File: src/rtl/lag_pkg.sv
`default_nettype none
// ----------------------------------------------------------------------------
// lag_pkg: shared definitions for the life automaton grid
// Operation codes, the default grid size and the B3/S23 cell rule.
// ----------------------------------------------------------------------------
package lag_pkg;

  localparam int GRID_SIZE_DEF = 64;

  localparam logic [1:0] OP_WRITE = 2'd0;
  localparam logic [1:0] OP_READ  = 2'd1;
  localparam logic [1:0] OP_STEP  = 2'd2;

  localparam logic [3:0] SURVIVE_CNT = 4'd2;
  localparam logic [3:0] BIRTH_CNT   = 4'd3;

  // next state of one cell from its 3x3 window (bit 1 of cur is the cell)
  function automatic logic cell_next(input logic [2:0] above, input logic [2:0] cur,
                                     input logic [2:0] below);
    logic [3:0] n;
    n = 4'($countones({above, cur[2], cur[0], below}));
    return (n == BIRTH_CNT) || (cur[1] && (n == SURVIVE_CNT));
  endfunction

endpackage
`default_nettype wire

File: src/rtl/lag_grid_mem.sv
`default_nettype none
// ----------------------------------------------------------------------------
// lag_grid_mem: row store of the grid
// One word per row, one write and one registered read port. A per-row valid
// bit, cleared at reset, makes unwritten rows read as all dead.
// ----------------------------------------------------------------------------
module lag_grid_mem #(
  parameter int DEPTH  = lag_pkg::GRID_SIZE_DEF,
  parameter int WIDTH  = lag_pkg::GRID_SIZE_DEF,
  parameter int ADDR_W = $clog2(DEPTH)
) (
  input  wire logic              clk,
  input  wire logic              rst,
  input  wire logic              wr_en,
  input  wire logic [ADDR_W-1:0] wr_addr,
  input  wire logic [WIDTH-1:0]  wr_data,
  input  wire logic              rd_en,
  input  wire logic [ADDR_W-1:0] rd_addr,
  output logic      [WIDTH-1:0]  rd_data
);

  logic [WIDTH-1:0] mem [DEPTH];
  logic [DEPTH-1:0] row_valid;
  logic [WIDTH-1:0] mem_q;
  logic             valid_q;

  always_ff @(posedge clk) begin
    if (wr_en) begin
      mem[wr_addr] <= wr_data;
    end
    if (rd_en) begin
      mem_q <= mem[rd_addr];
    end
  end

  always_ff @(posedge clk) begin
    if (rst) begin
      row_valid <= '0;
      valid_q   <= 1'b0;
    end else begin
      if (wr_en) begin
        row_valid[wr_addr] <= 1'b1;
      end
      if (rd_en) begin
        valid_q <= row_valid[rd_addr];
      end
    end
  end

  assign rd_data = valid_q ? mem_q : '0;

endmodule
`default_nettype wire
File: config.mk
export PLATFORM = sky130hd
export DESIGN_NAME = lag_grid_mem
export DESIGN_NICKNAME = d
export VERILOG_FILES = /design/src/rtl/lag_pkg.sv /design/src/rtl/lag_grid_mem.sv
export SDC_FILE = /design/constraint.sdc
export NUM_CORES = 2
export LEC_CHECK = 0
export BUFFER_PORTS_ARGS = -buffer_cell sky130_fd_sc_hd__buf_2
export CAP_MARGIN = 20
export CORE_MARGIN = 2
export CORE_UTILIZATION = 30
export DETAILED_ROUTE_END_ITERATION = 6
export SLEW_MARGIN = 25
export SYNTH_ARGS = -nofsm -noshare
export SYNTH_HDL_FRONTEND = slang
export SYNTH_SLANG_ARGS = --single-unit
File: constraint.sdc
create_clock -name clk -period 9.6 [get_ports clk]
set_input_delay 1.44 -clock clk [delete_from_list [all_inputs] [get_ports clk]]
set_output_delay 1.44 -clock clk [all_outputs]
set_load 0.01 [all_outputs]
==> flow_summary.toml <==
[finish]
final_cells = 14100
fin_nets = 6825
syn_to_final_growth_pct = 14.8
drive_above_1_share_pct = 32.0
fin_util_pct = 34.6

[worst_setup_path]
crit_path_start_kind = "register"
crit_path_start = "valid_q$_SDFFE_PP0P_"
regToRegSetupSlack_ns = 7.28
path_max_fanout = 35
rr_startpoint = "mem[38][25]$_DFFE_PP_"
cp-end-kind = "primary output"
crit_type = "reg2out"
crit_required_ns = 8.16
arrival_ns = 2.97

[power_and_ir_drop]
p_leak_uw = 0.0555
powerDensity_mw_per_mm2 = 207
irDropWorstVdd_v = 0.000148
total_power_uw = 38000

[logic_synthesis]
syn_nets = 6460
synth_most_common_cell = "edfxtp_1"
avgSynthCellArea_sq_um = 25.0
synth_area_leaders = "edfxtp_1 78%, mux4_2 18%, dfxtp_1 0.81%"
syn-cell-area_sq_mm = 0.160
ys_seq_area_share_pct = 79.1
yosys-top-cells-count = "4,160 x edfxtp_1, 1,290 x mux4_2, 186 x nor2_1"
synth_top_cell_by_area = "edfxtp_1"
synth_top_area_share_pct = 78.2
synth-seq-cells = 4225
synth_edf_count = 4160
async_flop_share_pct = 0
synth_ff_type = "edfxtp_1"
ys_warn_count = 0
syn_inst = 6380
ys_types = 32

[cts]
cts_max_level = 5
cts.hold.buffers_added = 0
cts_tree = "built"
clk_pin_slew_ns = 0.07
cts_buffers = 382
cts_sinks = 4225
clk_latency_ns = 0.94
clock-root-buffer = "clkbuf_16"
clockBufferDepth = 4
cts_setup_buffers = 0
postCtsResizedCells = 0

[sta]
tns_ns = 0
setup_viol = 0
hold_viol = 0
slew_violations = 0
fin_crit_ns = 4.41
skew_ns = 0.0644
slew_headroom_pct = 2.12
rsz0062_at_grt = "no"
tightest_slew_ns = 1.47
max_clock_freq_mhz = 227
fin_crit_sh_pct = 45.9
layout_setup_ws_ns = 5.19

[placement]
dpl_worst_slack_ns = 4.22
hpwl_microns = 208000
place.gp.congestion = 0.734
place_inst = 13300
numPortBuffers = 143

[global_routing]
grt_max_degree = 143
grt_antenna_before_repair = 64
grt_pass1_vias = 75900
overflow = 0
grt_usage_pct = 16.3
grt_pass1_wl_microns = 619000

[status]
status = "complete, no violations"

[drt]
drcViolationCount = 0
dr.first_iter.drc_count = 10400
num_vias = 75100
drt_first_pass_iters = 5
drtAntennaViolNets = 0
routedWlPerCell_microns = 32.1
via_per_inst = 5.34
wl_microns = 451000

[floorplan]
die_x_microns = 734
core_sq_mm = 0.530
die-area_sq_mm = 0.538
placementRows = 267
die_h_microns = 734
io_pins = 144
start_util_pct = 30.2

[hold_path]
holdCritPathClass = "reg2reg"
worst_hold_startpoint = "row_valid[27]$_SDFFE_PP0P_"

[job]
cap_violations = 0
-- cell families (layout without fill, tap and decap cells) --
family	count (synthesis)	count (layout)	synth area share [%]
AOI/OAI and AO/OA	149	149	0.707
buffers and inverters	340	1017	0.970
DFF	4225	4225	79.1
muxes	1297	1297	18.2
other	0	18	0
and+or+nand+nor	369	369	1.03
-- metal layers --
| layer | vias up | part of all wire [%] | GRT usage [%] |
|---|---|---|---|
| met5 | - | 0.048 | 0 |
| met4 | 30 | 2.9 | 4.61 |
| met3 | 662 | 9.3 | 3.15 |
| met2 | 3988 | 49 | 27.3 |
| met1 | 42000 | 39 | 21.7 |
| li1 | 28400 | - | - |
-- sequential cells by signal, indices dropped and copies added, names as in the netlist --
name       flops
mem         4096
mem_q         64
row_valid     64
valid_q        1
-- cell usage in the layout (no fill, tap or decap), types with 3 or more instances in the layout --
cell        Yosys  routed
buf_4          11     138
clkbuf_1      170      62
a2111oi_0       3       3
clkinv_4        0       9
a211oi_1        3       3
a22oi_1       130     130
nand2_1        73      73
clkinv_2        0      75
clkinvlp_4      0      16
diode_2         0      18
bufinv_16       0      61
nor3_2          0       4
clkbuf_16       0     393
clkinv_1        0      63
o21ba_2         4       4
buf_2          95     113
nor2_1        186     125
clkbuf_8        0       5
nor2_4          0      61
mux4_2       1290    1290
buf_8           0       3
and2_1         66      65
mux2_2          5       5
inv_6           0       7
nand3_1        10      10
nor2b_1        15      13
dfxtp_1        65      64
edfxtp_1     4160    4160
buf_12          0      63
nand2b_1        9       9
clkinv_8        0       5
-- final cells by class --
cell class,count,area (sq um)
fillers,47900,346000
flip-flops and latches,4225,126000
multi-input cells,1815,32400
clock buffers,460,10100
well taps,6994,8750
repair buffers,321,2990
clock inverters,236,2790
diodes,18,45.0
-- where the power goes --
part | switching [uW] | internal (uW)
clock network | 6720 | 9180
logic | 967 | 685
registers | 58.5 | 20400
-- final timing paths --
kind / to / cells after the start
worst max register to register: mem_q[25]$_DFFE_PP_ / 4
worst min register to register: row_valid[27]$_SDFFE_PP0P_ / 2
worst max-delay path: rd_data[20] / 3
worst min-delay path: row_valid[27]$_SDFFE_PP0P_ / 2
-- per-stage QoR --
stage | hold WS (ns) | instance area (sq um)
2_1_floorplan | 0.432 | 160000
3_3_place_gp | 0.442 | 170000
3_5_place_dp | 0.454 | 170000
4_1_cts | 0.468 | 183000
5_1_grt | 0.490 | 183000
6_report | 0.464 | 183000
-- critical path: stages (launching register included) --
cell,delay [ns]
dfxtp_4,0.69
buf_4,0.65
and2_1,0.40
buf_2,0.20
(Power assumes the default switching activity.)
