--- config.mk ---
export PLATFORM = sky130hd
export DESIGN_NAME = lag_row_unit
export DESIGN_NICKNAME = d
export VERILOG_FILES = /design/src/rtl/lag_pkg.sv /design/src/rtl/lag_row_unit.sv
export SDC_FILE = /design/constraint.sdc
export NUM_CORES = 1
export LEC_CHECK = 0
export CAP_MARGIN = 20
export CORE_UTILIZATION = 50
export DETAILED_ROUTE_END_ITERATION = 12
export DONT_BUFFER_PORTS = 1
export PLACE_DENSITY = 0.7
export SLEW_MARGIN = 15
export SYNTH_ARGS = -nofsm -noshare
export SYNTH_HDL_FRONTEND = slang
export SYNTH_SLANG_ARGS = --single-unit
export TNS_END_PERCENT = 10
--- constraint.sdc ---
create_clock -name vclk -period 4
set_clock_uncertainty 0.05 [all_clocks]
set_input_delay 0.6 -clock vclk [all_inputs]
set_output_delay 0.6 -clock vclk [all_outputs]
set_load 0.02 [all_outputs]
--- src/rtl/lag_pkg.sv ---
`default_nettype none
// ----------------------------------------------------------------------------
// lag_pkg: shared definitions for the life automaton grid
// Operation codes, the default grid size and the B3/S23 cell rule.
// ----------------------------------------------------------------------------
package lag_pkg;

  localparam int GRID_SIZE_DEF = 64;

  localparam logic [1:0] OP_WRITE = 2'd0;
  localparam logic [1:0] OP_READ  = 2'd1;
  localparam logic [1:0] OP_STEP  = 2'd2;

  localparam logic [3:0] SURVIVE_CNT = 4'd2;
  localparam logic [3:0] BIRTH_CNT   = 4'd3;

  // next state of one cell from its 3x3 window (bit 1 of cur is the cell)
  function automatic logic cell_next(input logic [2:0] above, input logic [2:0] cur,
                                     input logic [2:0] below);
    logic [3:0] n;
    n = 4'($countones({above, cur[2], cur[0], below}));
    return (n == BIRTH_CNT) || (cur[1] && (n == SURVIVE_CNT));
  endfunction

endpackage
`default_nettype wire

--- src/rtl/lag_row_unit.sv ---
`default_nettype none
// ----------------------------------------------------------------------------
// lag_row_unit: next generation of one grid row
// Applies the cell rule to every column of a row in parallel, from the old
// rows above, at and below it. Columns past either edge count as dead.
// ----------------------------------------------------------------------------
module lag_row_unit #(
  parameter int WIDTH = lag_pkg::GRID_SIZE_DEF
) (
  input  wire logic [WIDTH-1:0] above,
  input  wire logic [WIDTH-1:0] cur,
  input  wire logic [WIDTH-1:0] below,
  output logic      [WIDTH-1:0] nxt
);
  import lag_pkg::*;

  logic [WIDTH+1:0] above_pad;
  logic [WIDTH+1:0] cur_pad;
  logic [WIDTH+1:0] below_pad;

  // pad with a dead column on each side for the hard edges
  assign above_pad = {1'b0, above, 1'b0};
  assign cur_pad   = {1'b0, cur, 1'b0};
  assign below_pad = {1'b0, below, 1'b0};

  for (genvar x = 0; x < WIDTH; x++) begin : g_col
    assign nxt[x] = cell_next(above_pad[x+2:x], cur_pad[x+2:x], below_pad[x+2:x]);
  end

endmodule
`default_nettype wire

==> impl_metrics.yaml, run 1 <==
sta:
  final-hold-violation-count: 0
  fin_ws_ns: -0.00277
  post-route-min-period_ns: 4.00
  worst_pin_slew_ns: 0.278
  setup_viol: 1
  clock.fmax_ghz: 0.250
  slew_violations: 0
  maxSlewHeadroom_pct: 81.3
  rsz0062_at_grt: "yes"
  fin_tns_setup_ns: -0.00277
  fin_crit_sh_pct: 100
  hold_ws_ns: 1.42
placement:
  placedInstanceArea_um2: 11500
  port_buffers: 0
  hpwl_um: 20000
  gp_congestion: 0.847
logic_synthesis:
  seq_area_frac_synth_pct: 0
  syn_inst: 1193
  syn_nets: 1825
  synth_cell_types: 14
  synth_top_area_cell: "fa_1"
  avgSynthCellArea_um2: 8.96
  netlist_area_um2: 10700
  synth_area_leaders: "fa_1 47%, ha_1 22%, inv_1 15%"
  yosys_warnings: 0
  synth_top_area_share_pct: 47.2
final_layout:
  syn_to_final_growth_pct: 10.1
  nClkBuffers: 0
  seq_cells: 0
  antenna_cells: 0
  multiInputGateArea_um2: 9240
  nFillCells: 1881
  layout-drive-gt1-share_pct: 10.1
  design_area_um2: 11800
  regArea_um2: 0
  nets: 1894
worst_hold_path:
  min_path_cells: 3
  hold_end: "nxt[38]"
  hp-start: "cur[38]"
  hold_class: "in -> out"
critical_path:
  cp.arrival_ns: 3.35
  critPathKind: "in -> out"
  critPathMaxFanout: 2
  critPathRequiredTime_ns: 3.35
  worst_setup_path_start_kind: "primary input"
  crit_path_end_kind: "output pin"
route:
  dr.pass1.iters: 4
  ant_nets: 0
  wirelength_um: 20500
  avgRoutedWirePerCell_um: 13.4
  first_iter_violations: 113
  routed_via_density: 4.88
  vias: 7487
  drc: 0
power_and_ir_drop:
  leakage_nw: 6.45
  p_total_mw: 3.48
  power.density_nw_per_um2: 296
  peakVddDrop_mv: 0.182
die:
  die_x_um: 148
  core-area_um2: 21000
  start_util_pct: 50.9
  num_rows: 53
  io_pins: 256
  die_y_um: 148
  die_area_um2: 22000
global_route:
  grt_usage_pct: 19.4
  grt_max_degree: 4
  antenna_found_initial: 2
  grt_pass1_wl_um: 35500
  grt_remaining_overflow: 0
  grt_pass1_vias: 8244
job:
  maxCapViolCount: 0
outcome:
  failed_checks: "setup timing"
  status: "complete, but fails checks"
==> layer usage <==
layer	global-route usage [%]	wire length [um]	share of wire, %
met2	36.5	10600	52
met3	4.69	1600	7.8
met1	22.6	7940	39
met5	0	0	0
met4	3.04	346	1.7
==> what timing repair did <==
action / 4_1_cts / 5_1_grt
pin swaps: 3 / 21
hold buffers: 0 / 0
gates resized for setup: 2 / 77
setup buffers: 0 / 1
setup endpoints to repair: 3 / 57
==> cells by family (layout without fill, tap and decap cells) <==
family	after synthesis	count (layout)	synth area share (%)
adders and majority gates	440	440	69.2
buffers and inverters	437	504	15.3
AOI/OAI and AO/OA	182	182	8.54
and+or+nand+nor	134	134	6.95
==> synthesized netlist by cell type, drive strengths merged <==
master	count
inv	437
fa	252
ha	188
a21oi	120
nand3	60
o21ai	60
or2	60
nor2	6
a31oi	2
nand2	2
nor2b	2
nor3	2
nor3b	2
==> worst max-delay path, cell delays in order <==
cell and delay, ns:
clkinvlp_4 0.07, fa_1 0.58, fa_2 0.47, fa_1 0.56, inv_1 0.05, ha_2 0.17, fa_2 0.53, o21ai_2 0.05
a21oi_1 0.11, buf_4 0.16
==> final cells by class <==
| cell class | count | area share (%) |
|---|---|---|
| inverter | 437 | 14.0 |
| multi-input combinational | 756 | 78.5 |
| tap | 275 | 2.92 |
| timing repair buffer | 67 | 4.59 |
==> report_power, final <==
part / internal, mW / switching, mW / leakage (nW)
Combinational: 1.54 / 1.94 / 6.45
Clock: 0 / 0 / 0
Sequential: 0 / 0 / 0
==> stage by stage <==
stage | utilization [%] | cells | setup slack [ns]
after floorplan | - | 1193 | 0.0623
after global placement | 54.9 | 1534 | 0.0276
after detailed placement | 54.9 | 1534 | -0.0121
after CTS | 54.9 | 1534 | -0.00779
after global routing | 56.0 | 1535 | -0.131
final | 56.0 | 1535 | -0.00277
==> how the worst max path moves through the flow <==
stage | start | endpoint | slack [ns] | cells past startpoint
after global routing | cur[47] | nxt[48] | -0.13 | 10
after floorplan | above[46] | nxt[47] | 0.06 | 9
final | cur[47] | nxt[48] | -0.003 | 10
after CTS | above[37] | nxt[38] | -0.008 | 10
after global placement | above[38] | nxt[38] | 0.03 | 10
after detailed placement | above[16] | nxt[17] | -0.01 | 10
==> cells in the final DEF (no fill, tap or decap), types with 13 or more instances in the layout <==
master and n:
a21oi_1 96, a21oi_2 24, buf_4 57, fa_1 229, fa_2 23, ha_1 180
inv_1 434, nand3_1 60, o21ai_0 55, or2_0 13, or2_1 47
No activity file was read; power rests on OpenSTA's default activity.
==> inputs of run 2 (changes only) <==
PLACE_DENSITY = 0.65   (was 0.7)
==> run 2 against run 1 <==
Non-clock buffer count fell by 2. Routed wire length down 0.64%. Largest cell class unchanged. First-iteration DRC count rose by 15%. The run now ends clean. Die area did not move. Sequential share of layout area is the same. Worst hold slack worse by 0.082 ns. Global-route usage down 0.80 points. Combinational power decreased by 1%.
==> impl_metrics.yaml, run 2 (synthesized netlist as in run 1, its figures left out) <==
die:
  die_y_um: 148
  die_x_um: 148
  num_rows: 53
  io_pins: 256
  die_area_um2: 22000
  core-area_um2: 21000
  start_util_pct: 50.9
global_route:
  grt_max_degree: 4
  grt_usage_pct: 18.7
  grt_remaining_overflow: 0
  grt_pass1_vias: 7659
  antenna_found_initial: 1
  grt_pass1_wl_um: 34100
sta:
  fin_tns_setup_ns: 0
  maxSlewHeadroom_pct: 56.2
  setup_viol: 0
  fin_crit_sh_pct: 99.2
  final-hold-violation-count: 0
  worst_pin_slew_ns: 0.656
  clock.fmax_ghz: 0.252
  slew_violations: 0
  rsz0062_at_grt: "yes"
  post-route-min-period_ns: 3.97
critical_path:
  critPathMaxFanout: 2
  critPathRequiredTime_ns: 3.35
  cp.arrival_ns: 3.32
  crit_path_end_kind: "output pin"
  critPathKind: "in -> out"
  worst_setup_path_start_kind: "primary input"
route:
  drc: 0
  dr.pass1.iters: 4
  wl_met1_um: 8180
  ant_nets: 0
  dr.max_layer_used: "met5"
  route.met2.wl_um: 10300
  routed_via_density: 4.80
  wl_met3_um: 1720
  vias: 7360
  wirelength_um: 20400
  first_iter_violations: 130
  avgRoutedWirePerCell_um: 13.3
final_layout:
  regArea_um2: 0
  antenna_cells: 0
  layout-drive-gt1-share_pct: 9.22
  final_cell_mix: "433 x inv_1, 229 x fa_1, 182 x ha_1"
  nClkBuffers: 0
  nets: 1892
  final_common_cell: "inv_1"
  multiInputGateArea_um2: 9210
  nFillCells: 1881
  seq_cells: 0
  syn_to_final_growth_pct: 9.56
outcome:
  status: "finished clean"
placement:
  port_buffers: 0
  hpwl_um: 19600
  gp_congestion: 0.859
power_and_ir_drop:
  leakage_nw: 6.44
  p_total_mw: 3.43
  peakVddDrop_mv: 0.232
  power.density_nw_per_um2: 293
worst_hold_path:
  hold_class: "in -> out"
clocking:
  postCtsHoldBufs: 0
job:
  maxCapViolCount: 0
[run 2: final timing paths]
path | depth (start not counted) | from | to
worst max-delay path | 10 | above[49] | nxt[50]
worst min-delay path | 2 | cur[0] | nxt[0]
[run 2: stage by stage]
| step | setup slack (ns) | instance area [um2] | util [%] | cells | hold WS (ns) |
|---|---|---|---|---|---|
| finish | 0.0328 | 11700 | 55.7 | 1533 | 1.34 |
| detailed placement | -0.0177 | 11500 | 54.8 | 1532 | 1.35 |
| floorplan | 0.0623 | 10700 | - | 1193 | 1.32 |
| CTS | -0.00648 | 11500 | 54.8 | 1532 | 1.35 |
| global route | -0.0886 | 11700 | 55.7 | 1533 | 1.37 |
| global placement | 0.0283 | 11500 | 54.8 | 1532 | 1.33 |
[run 2: power breakdown]
part | internal (mW) | switching (mW) | total [mW]
clock | 0 | 0 | 0
combinational | 1.52 | 1.91 | 3.43
sequential | 0 | 0 | 0
total | 1.52 | 1.91 | 3.43
[run 2: worst max-delay path, cell delays in order]
cell,delay [ns]
inv_1,0.07
fa_1,0.56
fa_1,0.44
fa_1,0.49
inv_1,0.05
ha_1,0.20
fa_1,0.38
or2_0,0.21
a21oi_1,0.16
buf_4,0.17
[run 2: cell type report]
type                            instances  share of cell area [%]
Multi-Input combinational cell        756                    78.6
Inverter                              437                    14.1
Tap cell                              275                    2.94
Timing Repair Buffer                   65                    4.36
[run 2: repair_timing]
item | 4_1_cts | 5_1_grt
buffers inserted | 0 | 1
setup endpoints to repair | 2 | 58
cloned | 0 | 0
gates resized for setup | 1 | 63
pin swaps | 1 | 27
[run 2: routing by layer]
metal | vias to the layer above | global-route usage (%)
li1 | 3715 | -
met1 | 3457 | 23.2
met2 | 170 | 33.3
met3 | 16 | 5.46
met4 | 2 | 1.29
met5 | - | 0
